<file path="src/rtl/assert_macros.svh">
// concurrent assertion helpers, compiled out for synthesis
`ifndef ASSERT_MACROS_SVH
`define ASSERT_MACROS_SVH
`ifndef SYNTHESIS
`define AST_SAME(label, clk, rst_n, ante, cons) \
	label: assert property (@(posedge clk) disable iff (!rst_n) (ante) |-> (cons)) \
		else $error("assertion failed");
`define AST_NEXT(label, clk, rst_n, ante, cons) \
	label: assert property (@(posedge clk) disable iff (!rst_n) (ante) |=> (cons)) \
		else $error("assertion failed");
`else
`define AST_SAME(label, clk, rst_n, ante, cons)
`define AST_NEXT(label, clk, rst_n, ante, cons)
`endif
`endif

</file>
<file path="src/rtl/smftl_pkg.sv">
package smftl_pkg;

	localparam logic [2:0] CMD_READ      = 3'd0;
	localparam logic [2:0] CMD_PROGRAM   = 3'd1;
	localparam logic [2:0] CMD_TO_SPARE  = 3'd2;
	localparam logic [2:0] CMD_COPY_BACK = 3'd3;
	localparam logic [2:0] CMD_ERASE     = 3'd4;
	localparam logic [2:0] CMD_UNMAPPED  = 3'd5;

	localparam logic [1:0] PS_FREE    = 2'd0;
	localparam logic [1:0] PS_VALID   = 2'd1;
	localparam logic [1:0] PS_GARBAGE = 2'd2;

	localparam int SECTOR_LIMIT = 64;

	typedef enum logic [3:0] {
		OP_NONE,
		OP_CLEAR,
		OP_LOAD,
		OP_SCAN,
		OP_EMIT_RD,
		OP_COL_BEST,
		OP_COL_OWN,
		OP_COL_EVAL,
		OP_ERASE_VIC,
		OP_COPY_BACK,
		OP_ERASE_SPARE,
		OP_OLD_GARBAGE,
		OP_PROGRAM
	} dp_op_t;

	typedef struct packed {
		dp_op_t op;
	} dp_ctl_t;

	typedef struct packed {
		logic clear_done;
		logic scan_done;
		logic found;
		logic has_garbage;
		logic map_hit;
		logic in_range;
		logic is_write;
		logic col_last;
	} dp_stat_t;

endpackage

</file>
<file path="src/rtl/smftl_dp.sv">
module smftl_dp import smftl_pkg::*; #(
	parameter int PAGES_IN_BLOCK = 4,
	parameter int DATA_BLOCK_COUNT = 16,
	parameter int HOST_SLOTS = 16
) (
	input  logic       clk,
	input  logic       arst_n,
	input  dp_ctl_t    ctl,
	output dp_stat_t   stat,
	input  logic       opcode,
	input  logic [5:0] logical_sector,
	input  logic [3:0] buffer_slot,
	output logic       strobe,
	output logic [2:0] command,
	output logic [5:0] physical_page,
	output logic [1:0] spare_offset,
	output logic [4:0] block_number,
	output logic [5:0] owner_sector,
	output logic [3:0] buffer_slot_out,
	output logic       last
);

	localparam int TOTAL = PAGES_IN_BLOCK * DATA_BLOCK_COUNT;
	localparam int SECTOR_COUNT = (TOTAL < SECTOR_LIMIT) ? TOTAL : SECTOR_LIMIT;
	localparam int PW = $clog2(TOTAL);
	localparam int BW = $clog2(DATA_BLOCK_COUNT);
	localparam int JW = $clog2(PAGES_IN_BLOCK);
	localparam int CW = $clog2(PAGES_IN_BLOCK + 1);
	localparam logic [PW-1:0] LAST_PAGE = PW'(TOTAL - 1);
	localparam logic [BW-1:0] LAST_BLK = BW'(DATA_BLOCK_COUNT - 1);
	localparam logic [JW-1:0] LAST_J = JW'(PAGES_IN_BLOCK - 1);
	localparam logic [PW-1:0] PIB = PW'(PAGES_IN_BLOCK);

	function automatic logic [PW-1:0] page_of(input logic [BW-1:0] b, input logic [JW-1:0] j);
		page_of = PW'(PW'(b) * PIB + PW'(j));
	endfunction

	// sector map: block and in-block index, valid bits in flops
	logic [BW+JW-1:0] map_mem [SECTOR_LIMIT];
	logic [SECTOR_LIMIT-1:0] map_valid_q;
	logic [BW+JW-1:0] map_rd_q;
	logic [1:0] ps_mem [TOTAL];
	logic [1:0] ps_rd_q;

	logic       opc_q;
	logic [5:0] lsn_q;
	logic [3:0] slot_q;
	logic [3:0] slot_tab [16];

	logic [PW-1:0] addr_q;
	logic [BW-1:0] sblk_q, blk_s1, best_q, vic_q, fp_blk_q;
	logic [JW-1:0] sj_q, j_s1, j_q, drop_j_q, fj_q, fp_j_q;
	logic iss_done_q, scan_v_s1, found_q, drop_en_q, freed_q;
	logic [CW-1:0] cnt_q, max_q, cnt_n;

	logic issuing;
	logic [PW-1:0] ps_raddr, ps_waddr, col_page;
	logic [1:0] ps_wdata;
	logic ps_we, map_we, col_free;

	genvar gi;
	generate
		for (gi = 0; gi < 16; gi++) begin : g_slot
			assign slot_tab[gi] = 4'(gi % HOST_SLOTS);
		end
	endgenerate

	assign issuing  = (ctl.op == OP_SCAN) && !iss_done_q;
	assign col_page = page_of(vic_q, j_q);
	assign ps_raddr = (ctl.op == OP_SCAN) ? addr_q : col_page;
	assign cnt_n    = ((j_s1 == '0) ? '0 : cnt_q) + CW'(ps_rd_q == PS_GARBAGE);
	assign col_free = (drop_en_q && j_q == drop_j_q) || ps_rd_q == PS_GARBAGE;

	always_comb begin
		ps_we = 1'b0;
		ps_waddr = col_page;
		ps_wdata = PS_FREE;
		map_we = 1'b0;
		case (ctl.op)
			OP_CLEAR: begin
				ps_we = 1'b1;
				ps_waddr = addr_q;
			end
			OP_COL_EVAL: ps_we = col_free;
			OP_OLD_GARBAGE: begin
				ps_we = map_valid_q[lsn_q];
				ps_waddr = page_of(map_rd_q[BW+JW-1:JW], map_rd_q[JW-1:0]);
				ps_wdata = PS_GARBAGE;
			end
			OP_PROGRAM: begin
				ps_we = 1'b1;
				ps_waddr = page_of(fp_blk_q, fp_j_q);
				ps_wdata = PS_VALID;
				map_we = 1'b1;
			end
			default: ;
		endcase
	end

	always_ff @(posedge clk) begin
		if (ps_we) begin
			ps_mem[ps_waddr] <= ps_wdata;
		end
		ps_rd_q <= ps_mem[ps_raddr];
		if (map_we) begin
			map_mem[lsn_q] <= {fp_blk_q, fp_j_q};
		end
		map_rd_q <= map_mem[lsn_q];
	end

	always_ff @(posedge clk or negedge arst_n) begin
		if (!arst_n) begin
			map_valid_q <= '0;
			addr_q <= '0;
			iss_done_q <= 1'b0;
			scan_v_s1 <= 1'b0;
			strobe <= 1'b0;
		end else begin
			strobe <= 1'b0;
			scan_v_s1 <= issuing;
			case (ctl.op)
				OP_CLEAR: addr_q <= addr_q + 1'b1;
				OP_LOAD: begin
					addr_q <= '0;
					iss_done_q <= 1'b0;
				end
				OP_SCAN: begin
					if (issuing) begin
						addr_q <= addr_q + 1'b1;
						iss_done_q <= (addr_q == LAST_PAGE);
					end
				end
				OP_COL_OWN: map_valid_q[lsn_q] <= 1'b0;
				OP_PROGRAM: map_valid_q[lsn_q] <= 1'b1;
				default: ;
			endcase
			if (ctl.op == OP_EMIT_RD || ctl.op == OP_COL_EVAL && col_free == 1'b0
				&& ps_rd_q == PS_VALID || ctl.op == OP_ERASE_VIC
				|| ctl.op == OP_COPY_BACK || ctl.op == OP_ERASE_SPARE
				|| ctl.op == OP_PROGRAM) begin
				strobe <= 1'b1;
			end
		end
	end

	always_ff @(posedge clk) begin
		case (ctl.op)
			OP_LOAD: begin
				opc_q <= opcode;
				lsn_q <= logical_sector;
				slot_q <= slot_tab[buffer_slot];
				sblk_q <= '0;
				sj_q <= '0;
				found_q <= 1'b0;
				max_q <= '0;
				best_q <= '0;
				cnt_q <= '0;
			end
			OP_COL_BEST, OP_COL_OWN: begin
				vic_q <= (ctl.op == OP_COL_OWN) ? map_rd_q[BW+JW-1:JW] : best_q;
				drop_en_q <= (ctl.op == OP_COL_OWN);
				drop_j_q <= map_rd_q[JW-1:0];
				j_q <= '0;
				freed_q <= 1'b0;
			end
			OP_COL_EVAL, OP_COPY_BACK: begin
				j_q <= (j_q == LAST_J) ? '0 : j_q + 1'b1;
				if (ctl.op == OP_COL_EVAL && col_free && !freed_q) begin
					freed_q <= 1'b1;
					fj_q <= j_q;
				end
			end
			OP_ERASE_VIC: begin
				fp_blk_q <= vic_q;
				fp_j_q <= fj_q;
			end
			default: ;
		endcase
		if (issuing) begin
			blk_s1 <= sblk_q;
			j_s1 <= sj_q;
			sj_q <= (sj_q == LAST_J) ? '0 : sj_q + 1'b1;
			if (sj_q == LAST_J) begin
				sblk_q <= sblk_q + 1'b1;
			end
		end
		if (scan_v_s1 && ctl.op == OP_SCAN) begin
			if (ps_rd_q == PS_FREE && !found_q) begin
				found_q <= 1'b1;
				fp_blk_q <= blk_s1;
				fp_j_q <= j_s1;
			end
			cnt_q <= cnt_n;
			if (j_s1 == LAST_J && cnt_n > max_q) begin
				max_q <= cnt_n;
				best_q <= blk_s1;
			end
		end

		command <= CMD_READ;
		physical_page <= '0;
		spare_offset <= '0;
		block_number <= '0;
		owner_sector <= '0;
		buffer_slot_out <= '0;
		last <= 1'b0;
		case (ctl.op)
			OP_EMIT_RD: begin
				last <= 1'b1;
				if (stat.in_range && stat.map_hit) begin
					physical_page <= 6'(page_of(map_rd_q[BW+JW-1:JW], map_rd_q[JW-1:0]));
					buffer_slot_out <= slot_q;
				end else begin
					command <= CMD_UNMAPPED;
				end
			end
			OP_COL_EVAL: begin
				command <= CMD_TO_SPARE;
				physical_page <= 6'(col_page);
				spare_offset <= 2'(j_q);
			end
			OP_ERASE_VIC: begin
				command <= CMD_ERASE;
				block_number <= 5'(vic_q);
			end
			OP_COPY_BACK: begin
				command <= CMD_COPY_BACK;
				physical_page <= 6'(col_page);
				spare_offset <= 2'(j_q);
			end
			OP_ERASE_SPARE: begin
				command <= CMD_ERASE;
				block_number <= 5'(DATA_BLOCK_COUNT);
			end
			OP_PROGRAM: begin
				command <= CMD_PROGRAM;
				physical_page <= 6'(page_of(fp_blk_q, fp_j_q));
				owner_sector <= lsn_q;
				buffer_slot_out <= slot_q;
				last <= 1'b1;
			end
			default: ;
		endcase
	end

	always_comb begin
		stat.clear_done  = (addr_q == LAST_PAGE);
		stat.scan_done   = scan_v_s1 && blk_s1 == LAST_BLK && j_s1 == LAST_J;
		stat.found       = found_q;
		stat.has_garbage = (max_q != '0);
		stat.map_hit     = map_valid_q[lsn_q];
		stat.in_range    = (7'(lsn_q) < 7'(SECTOR_COUNT));
		stat.is_write    = opc_q;
		stat.col_last    = (j_q == LAST_J);
	end

endmodule

</file>
<file path="src/rtl/smftl_ctrl.sv">
module smftl_ctrl import smftl_pkg::*; (
	input  logic     clk,
	input  logic     arst_n,
	input  logic     start,
	output logic     busy,
	input  dp_stat_t stat,
	output dp_ctl_t  ctl
);

	typedef enum logic [3:0] {
		S_CLEAR, S_IDLE, S_MAPRD, S_READ_OUT, S_SCAN, S_DECIDE, S_COL_RD, S_COL_EV,
		S_ERASE_V, S_CB, S_ERASE_S, S_OLD, S_PROG
	} state_t;

	state_t state_q;

	assign busy = (state_q != S_IDLE);

	always_comb begin
		ctl.op = OP_NONE;
		case (state_q)
			S_CLEAR:    ctl.op = OP_CLEAR;
			S_IDLE:     ctl.op = start ? OP_LOAD : OP_NONE;
			S_READ_OUT: ctl.op = OP_EMIT_RD;
			S_SCAN:     ctl.op = OP_SCAN;
			S_DECIDE: begin
				if (!stat.found) begin
					ctl.op = stat.has_garbage ? OP_COL_BEST :
						(stat.map_hit ? OP_COL_OWN : OP_NONE);
				end
			end
			S_COL_EV:   ctl.op = OP_COL_EVAL;
			S_ERASE_V:  ctl.op = OP_ERASE_VIC;
			S_CB:       ctl.op = OP_COPY_BACK;
			S_ERASE_S:  ctl.op = OP_ERASE_SPARE;
			S_OLD:      ctl.op = OP_OLD_GARBAGE;
			S_PROG:     ctl.op = OP_PROGRAM;
			default:    ctl.op = OP_NONE;
		endcase
	end

	always_ff @(posedge clk or negedge arst_n) begin
		if (!arst_n) begin
			state_q <= S_CLEAR;
		end else begin
			case (state_q)
				S_CLEAR:    if (stat.clear_done) state_q <= S_IDLE;
				S_IDLE:     if (start) state_q <= S_MAPRD;
				S_MAPRD: begin
					if (!stat.is_write) begin
						state_q <= S_READ_OUT;
					end else begin
						state_q <= stat.in_range ? S_SCAN : S_IDLE;
					end
				end
				S_READ_OUT: state_q <= S_IDLE;
				S_SCAN:     if (stat.scan_done) state_q <= S_DECIDE;
				S_DECIDE: begin
					if (stat.found) begin
						state_q <= S_OLD;
					end else if (stat.has_garbage || stat.map_hit) begin
						state_q <= S_COL_RD;
					end else begin
						state_q <= S_IDLE;
					end
				end
				S_COL_RD:   state_q <= S_COL_EV;
				S_COL_EV:   state_q <= stat.col_last ? S_ERASE_V : S_COL_RD;
				S_ERASE_V:  state_q <= S_CB;
				S_CB:       if (stat.col_last) state_q <= S_ERASE_S;
				S_ERASE_S:  state_q <= S_OLD;
				S_OLD:      state_q <= S_PROG;
				S_PROG:     state_q <= S_IDLE;
				default:    state_q <= S_IDLE;
			endcase
		end
	end

endmodule

</file>
<file path="src/rtl/sector_mapped_ftl_with_greedy_gc.sv">
// Sector-mapped flash translation layer. A request is taken when start is high and busy
// is low; it yields flash command words (none for a write that is out of range or finds
// no free page and nothing to collect), each shown for one cycle with strobe high and
// last high on the final one. The receiver cannot stall, so every word must be taken as
// it appears. A write scans every page state through one memory read port, and a write
// that finds no free page may run garbage collection first. After reset busy stays high
// while the page state memory is cleared.
`include "assert_macros.svh"
module sector_mapped_ftl_with_greedy_gc import smftl_pkg::*; #(
	parameter int PAGES_IN_BLOCK = 4,
	parameter int DATA_BLOCK_COUNT = 16,
	parameter int HOST_SLOTS = 16
) (
	input  logic       clk,
	input  logic       arst_n,
	input  logic       start,
	output logic       busy,
	input  logic       opcode,
	input  logic [5:0] logical_sector,
	input  logic [3:0] buffer_slot,
	output logic       strobe,
	output logic [2:0] command,
	output logic [5:0] physical_page,
	output logic [1:0] spare_offset,
	output logic [4:0] block_number,
	output logic [5:0] owner_sector,
	output logic [3:0] buffer_slot_out,
	output logic       last
);

	dp_ctl_t  ctl;
	dp_stat_t stat;

	smftl_ctrl u_ctrl (
		.clk(clk), .arst_n(arst_n), .start(start), .busy(busy), .stat(stat), .ctl(ctl)
	);

	smftl_dp #(
		.PAGES_IN_BLOCK(PAGES_IN_BLOCK),
		.DATA_BLOCK_COUNT(DATA_BLOCK_COUNT),
		.HOST_SLOTS(HOST_SLOTS)
	) u_dp (
		.clk(clk), .arst_n(arst_n), .ctl(ctl), .stat(stat),
		.opcode(opcode), .logical_sector(logical_sector), .buffer_slot(buffer_slot),
		.strobe(strobe), .command(command), .physical_page(physical_page),
		.spare_offset(spare_offset), .block_number(block_number),
		.owner_sector(owner_sector), .buffer_slot_out(buffer_slot_out), .last(last)
	);

	`AST_NEXT(a_accept_busy, clk, arst_n, start && !busy, busy)
	`AST_SAME(a_idle_word_last, clk, arst_n, strobe && !busy, last)
	`AST_NEXT(a_last_gap, clk, arst_n, strobe && last, !strobe)

endmodule
</file>
<file path="config.mk">
export PLATFORM = sky130hd
export DESIGN_NAME = sector_mapped_ftl_with_greedy_gc
export DESIGN_NICKNAME = d
export VERILOG_FILES = /design/src/rtl/smftl_pkg.sv /design/src/rtl/smftl_dp.sv /design/src/rtl/smftl_ctrl.sv /design/src/rtl/sector_mapped_ftl_with_greedy_gc.sv
export VERILOG_INCLUDE_DIRS = /design/src /design/src/rtl
export SDC_FILE = /design/constraint.sdc
export NUM_CORES = 1
export LEC_CHECK = 0
export ABC_AREA = 1
export ABC_CLOCK_PERIOD_IN_PS = 3400
export BUFFER_PORTS_ARGS = -buffer_cell sky130_fd_sc_hd__buf_2
export CORE_MARGIN = 3
export CORE_UTILIZATION = 30
export CTS_CLUSTER_DIAMETER = 60
export DETAILED_ROUTE_END_ITERATION = 10
export SYNTH_ARGS = -nofsm -noshare
export SYNTH_HDL_FRONTEND = slang
export SYNTH_SLANG_ARGS = --single-unit
</file>
<file path="constraint.sdc">
create_clock -name clk -period 3.4 [get_ports clk]
set_clock_uncertainty 0.05 [all_clocks]
set_input_delay 0.68 -clock clk [delete_from_list [all_inputs] [get_ports clk]]
set_output_delay 0.68 -clock clk [all_outputs]
set_load 0.01 [all_outputs]
</file>
==> run metrics, run 1 <==
Initial Util ~30%; H-tree lvl count 3; post-route antenna net violation count 0; Skew-Pair Late Insertion Delay 0.63 ns; max_cap viols 0; per-instance average area after synthesis 10.8 µm²; Synth cell types 57; GRT met2 Usage about a quarter; CP Max Fanout 14; most numerous cell on the critical path ha_1; FP Rows 112; Final Hold Fails 0; worst slew pin tran 0.984 ns; hold slack approximately 0.15 ns; CP max stage delay 0.45 ns; IO Count 43; fin crit period 2.88 ns; Setup Fix Bufs, Post-CTS 0; n_diodes 0; worst path cell trace nor2_1 > nor2_1 > ha_1 > ha_1 > xor2_1 > inv_1 > ha_1 > nand2_1 > o21ai_0 > nand3_1 > a311oi_1 > inv_1 > nand3_1 > o21ai_0; period utilization 84.6%; HPWL Detailed 47.9 mm; pin count of the biggest net entering global routing 71; Critical Path Source Type flop; die height 314 µm; Clock Sinks 676; Post-layout nets 2783; Hold Path Class primary input to asynchronous set/reset pin; post-CTS resize count 0; # DRC 0; vias in the first global route 19000; Overall Global Routing Usage 15.1%; Synth top area share 57.6%; share of layout cells above drive strength 1 11.2%; GRT Residual Overflow 0; Horiz. Die Dim between 300 and 400 µm; Initial DRT Pass Iterations 6; cell family with most CP delay adder cells; Finished Cell Area 33200 µm²; CP Class flop to flop; P&R area growth vs syn 16.6%; CP startpoint u_dp.j_s1[1]; Area contributors post-synth edfxtp_1 58%, nand2_1 7.9%, dfrtp_1 6.8%, inv_1 4.6%, nor2_1 4.3%; Seq cells post-synth 676; overall routed net length roughly 75 mm; number of fillers in the final layout 9217; Mapped Cells 2635; Setup crit end kind flop; Placed Cells 3937; clock-pin transition on the worst setup and hold timing paths 0.06 ns; met3 global-route usage 2.54%; sequential area share after synthesis 68.1%; RR Startpoint u_dp.j_s1[1]; global-route wire length before repair 115 mm; Cell Area, Placed 30700 µm²; via/cell ratio 4.72; clk buf depth 3; met1 Use GR 19.8%; Syn Std Cell Area 28500 µm²; clk root buf clkbuf_16; Starting DRT DRC Count 1693; CTS Hold Bufs 0; Crit-path slowest cell edfxtp_1; RSZ-0062 raised after global routing false; PortBufs 42; die outline area 98600 µm²; DR WL/cell 18.4 µm; post-synth net total 2658; CP arrival ~3.3 ns; setup TNS 0 ns; Via Count 19200; CORE AREA 93700 µm²; # setup viols final 0; busiest layer in global routing met2; status completed; Yosys top cell by area edfxtp_1; total CTS buffers 75; initial antenna violation count 2; maximum vdd drop approximately 0.36 mV; Non-Filler Instances 4075; Worst Path Required 3.81 ns; Lkg Pwr around 0.013 µW; routability cong. 0.864; Fmax achieved between 0.3 and 0.4 GHz; TritonCTS clock tree yes; Syn. warnings 0; Power Density between 600 and 700 nW/µm²; total power 22600 µW; Slew Limit Fails 0; Slew HR 34.4%; Buf+Inv Stages, Crit Path 2
==> state kept, by name, summed over array words and instances (netlist names), 4 cells and up, named ones only <==
signal,count
u_ctrl.state_q,4
u_dp.addr_q,6
u_dp.best_q,4
u_dp.blk_s1,4
u_dp.block_number,5
u_dp.buffer_slot_out,4
u_dp.fp_blk_q,4
u_dp.lsn_q,6
u_dp.map_mem,384
u_dp.map_rd_q,6
u_dp.owner_sector,6
u_dp.physical_page,6
u_dp.ps_mem,128
u_dp.sblk_q,4
u_dp.slot_q,4
u_dp.vic_q,4
==> layout make-up <==
class | count | area, µm² | area share (%)
timing repair buffer | 136 | 1040 | 3.15
tap | 1254 | 1570 | 4.73
inverter | 363 | 1370 | 4.11
clock inverter | 27 | 328 | 0.988
sequential | 676 | 19400 | 58.4
multi-input combinational | 1508 | 7340 | 22.1
clock buffer | 111 | 2140 | 6.46
==> final timing paths <==
check                                              to  slack (ns)  cells after the start
max                                    u_dp.best_q[1]        0.52                     14
min                        asynchronous set/reset pin        0.15                      1
max reg2reg                            u_dp.best_q[1]        0.52                     14
min reg2reg                              u_dp.j_s1[1]        0.42                      0
max in group asynchronous           u_ctrl.state_q[0]        2.37                      2
min in group clk                        u_dp.lsn_q[4]        0.17                      1
==> cell families after synthesis <==
logic type      Yosys count  synth area share [%]
simple gates           1222                  18.5
flops                   676                  68.1
buf+inv                 451                  6.33
compound gates          273                  6.52
fa+ha+maj                 9                 0.396
xor+xnor                  4                 0.123
==> layout by cell type, fill, tap and decap left out, types with 47 or more instances in the layout <==
cell       count
buf_4         85
clkbuf_16     76
dfrtp_1       77
dfxtp_1       47
edfxtp_1     546
inv_1        349
nand2_1      598
nand3_1      198
nor2_1       320
o21ai_0       74
==> layer usage <==
layer | part of all wire, % | wire [µm]
met4 | 3.8 | 2850
met3 | 5.6 | 4220
met2 | 47 | 35500
met5 | 0.012 | 9
met1 | 43 | 32400
==> per-stage QoR <==
step,worst slack (ns),util (%)
3_5_place_dp,0.567,32.8
2_1_floorplan,0.793,-
4_1_cts,0.523,35.4
5_1_grt,0.231,35.4
6_report,0.524,35.4
3_3_place_gp,0.602,32.8
==> cells in the mapped netlist (all sizes together) <==
cell     count
nand2      610
edfxtp     546
inv        361
nor2       338
nand3      207
o21ai       84
dfrtp       77
dfxtp       53
o21bai      46
buf         44
clkbuf      44
a22oi       38
nand4       36
a21oi       30
a221oi      26
nor3        17
a22o        15
ha           9
a211oi       7
o2111ai      6
o211ai       6
or2          6
o221ai       5
nor3b        3
nor4         3
xor2         3
a31oi        2
a32o         2
clkinv       2
nand3b       2
a2111oi      1
a21boi       1
a311oi       1
o21a         1
o22ai        1
o31ai        1
xnor2        1
==> report_power, final <==
group          switching, µW  total (µW)  internal (µW)
sequential               229        9960           9740
clock                   3390        7990           4600
combinational           3510        4690           1190
(Power assumes the default switching activity.)
==> run 2: changes to the inputs <==
Settings changed: ABC_AREA 1 to 0, ABC_CLOCK_PERIOD_IN_PS 3400 to 2920.
Clock period 3.4 ns to 2.92 ns, I/O delays scaled along.
==> run metrics, run 2 <==
H-tree lvl count 3; overall routed net length 72.6 mm; Fmax achieved 0.354 GHz; HPWL Detailed 46.3 mm; Hold Path Class primary input to asynchronous set/reset pin; Syn Std Cell Area 27000 µm²; GRT met2 Usage about 24%; Critical Path Source Type flop; via/cell ratio approximately 5.3; CP arrival between 3 and 4 ns; most common cell in the netlist edfxtp_1; Buf+Inv Stages, Crit Path 2; Initial DRT Pass Iterations 5; worst path cell trace buf_12 > nor2_4 > buf_4 > a221oi_1 > a31oi_2 > nor4_2 > o211ai_1; PortBufs 42; maximum vdd drop 0.423 mV; die outline area 93500 µm²; share of layout cells above drive strength 1 20.6%; worst reg-to-reg setup slack 0.1 ns; number of flip-flops in the largest register 384; Skew-Pair Late Insertion Delay 0.62 ns; # DRC 0; Setup crit end kind flop; met3 global-route usage 3.53%; busiest layer in global routing met2; Starting DRT DRC Count 1694; period utilization 96.7%; Regs by FF count u_dp.map_mem x384, u_dp.ps_mem x128; # setup viols final 0; Power Density 820 nW/µm²; IO Count 43; clk buf depth 3; register with the most flip-flops u_dp.map_mem; Area contributors post-synth edfxtp_1 61%, dfrtp_1 7.1%, dfxtp_1 3.9%, mux4_2 3.2%, a22oi_1 3.1%; max_cap viols 0; TritonCTS clock tree yes; clock-pin transition on the worst setup and hold timing paths 0.06 ns; CORE AREA about 89000 µm²; Yosys top cell by area edfxtp_1; vias in the first global route ~17000; DR WL/cell 22.6 µm; Place WS -0.426 ns; Synth cell types 61; Via Count 17000; n_diodes 0; ys async rst share 11.4%; sequential area share after synthesis about 72%; Syn. warnings 0; FP Rows about 110; Seq cells post-synth slightly below 700; Lkg Pwr 0.0111 µW; CP Max Fanout 29; Synth top area share 60.8%; Final Hold Fails 0; routability cong. between 0.8 and 0.9; die height ~300 µm; number of synthesized flops with an enable pin 546; clk root buf clkbuf_16; CP Class flop to flop; GRT Residual Overflow 0; Horiz. Die Dim 306 µm; initial antenna violation count 0; pin count of the biggest net entering global routing 78; CTS Hold Bufs 0; Initial Util 30.4%; Slew HR 28.6%; fin crit period 2.82 ns; global-route wire length before repair between 100 and 150 mm; final core occ ~36%; Clock Sinks just under 700; Overall Global Routing Usage approximately 15%; Crit-path slowest cell nor2_4; Synth top cells by count 546 x edfxtp_1, 175 x nor2_1, 111 x a22oi_1; status completed; final worst slack 0.0977 ns; cell family with most CP delay simple AND/OR/NAND/NOR gates; post-route antenna net violation count 0; most common cell after layout, fill and taps aside edfxtp_1; CP max stage delay around 0.8 ns; total CTS buffers 72; most used flip-flop cell after synthesis edfxtp_1; Slew Limit Fails 0; worst slew pin tran around 1.1 ns; Mapped Cells 1825; most frequent cells in the layout 546 x edfxtp_1, 171 x nor2_1, 164 x buf_4; per-instance average area after synthesis 14.8 µm²; post-synth net total 1848; Worst Path Required 3.34 ns; Post-layout nets 2019; met1 Use GR 19.5%; P&R area growth vs syn 19.3%
-- run 2: cell types whose count changed in the layout (fill, tap and decap cells not counted), moves of 25 or more --
| cell | delta |
|---|---|
| nand2_1 | -518 |
| mux4_2 | +38 |
| nor2_1 | -149 |
| a31oi_1 | +38 |
| o21bai_1 | -45 |
| nand4_1 | -25 |
| inv_1 | -330 |
| buf_4 | +79 |
| a22oi_1 | +73 |
| mux2i_1 | +39 |
| nand3_1 | -165 |
| o31ai_1 | +64 |
-- run 2: per-layer routing --
layer | wire (µm) | part of all wire [%]
met1 | 29600 | 41
met2 | 34600 | 48
met3 | 5830 | 8.0
met4 | 2510 | 3.5
met5 | 0 | 0
-- run 2: where the power goes --
group,internal (µW),leakage (µW),switching (µW)
Sequential,11500,0.00669,314
Clock,5140,0.00113,3780
Combinational,1900,0.00333,3770
Total,18500,0.0111,7860
-- run 2: cells by family after synthesis --
logic type	Yosys count	synth area share, %
compound gates	466	12.1
xor+xnor	7	0.227
fa+ha+maj	10	0.455
buf+inv	149	2.33
flops	676	71.9
mux	101	5.75
simple gates	416	7.20
-- run 2: metrics by stage --
step	hold slack [ns]	total power, µW	instance area [µm²]	setup TNS, ns	std cells
finish	0.103	26400	32200	0	3219
global route	0.0811	27400	32200	-0.00393	3219
CTS	0.0688	26400	32000	0	3206
detailed placement	0.391	17500	29600	-0.603	3074
global placement	0.383	17400	29600	-0.474	3074
floorplan	0.238	14900	27000	0	1825
-- run 2: final timing paths --
kind / start / to / depth (start not counted)
max: u_dp.lsn_q[0] / u_dp.map_rd_q[1] / 7
min: arst_n / u_dp.scan_v_s1 / 1
max reg2reg: u_dp.lsn_q[0] / u_dp.map_rd_q[1] / 7
min reg2reg: u_dp.slot_q[1] / u_dp.buffer_slot_out[1] / 1
max in group asynchronous: arst_n / asynchronous set/reset pin / 1
min in group clk: buffer_slot[2] / u_dp.slot_q[2] / 1
-- run 2: layout make-up --
cell class              instances  area, µm²
inverters                      20       75.1
multi-input cells            1000       7080
flip-flops and latches        676      19400
clock buffers                 100       2010
clock inverters                32        303
fillers                      8312      56600
well taps                    1165       1460
repair buffers                226       1840
-- run 2: timing repair --
| item | in CTS | in global routing |
|---|---|---|
| resized for setup | 6 | 16 |
| setup buffers | 0 | 11 |
| pin swaps | 0 | 7 |
| gates cloned | 0 | 2 |
| setup endpoints to repair | 11 | 113 |
-- run 2: worst register-to-register path, cell delays in order (launching register included) --
cell and delay, ns:
edfxtp_1 0.42, buf_12 0.19, nor2_4 0.81, buf_4 0.38, a221oi_1 0.17, a31oi_2 0.36, nor4_2 0.10, o211ai_1 0.21
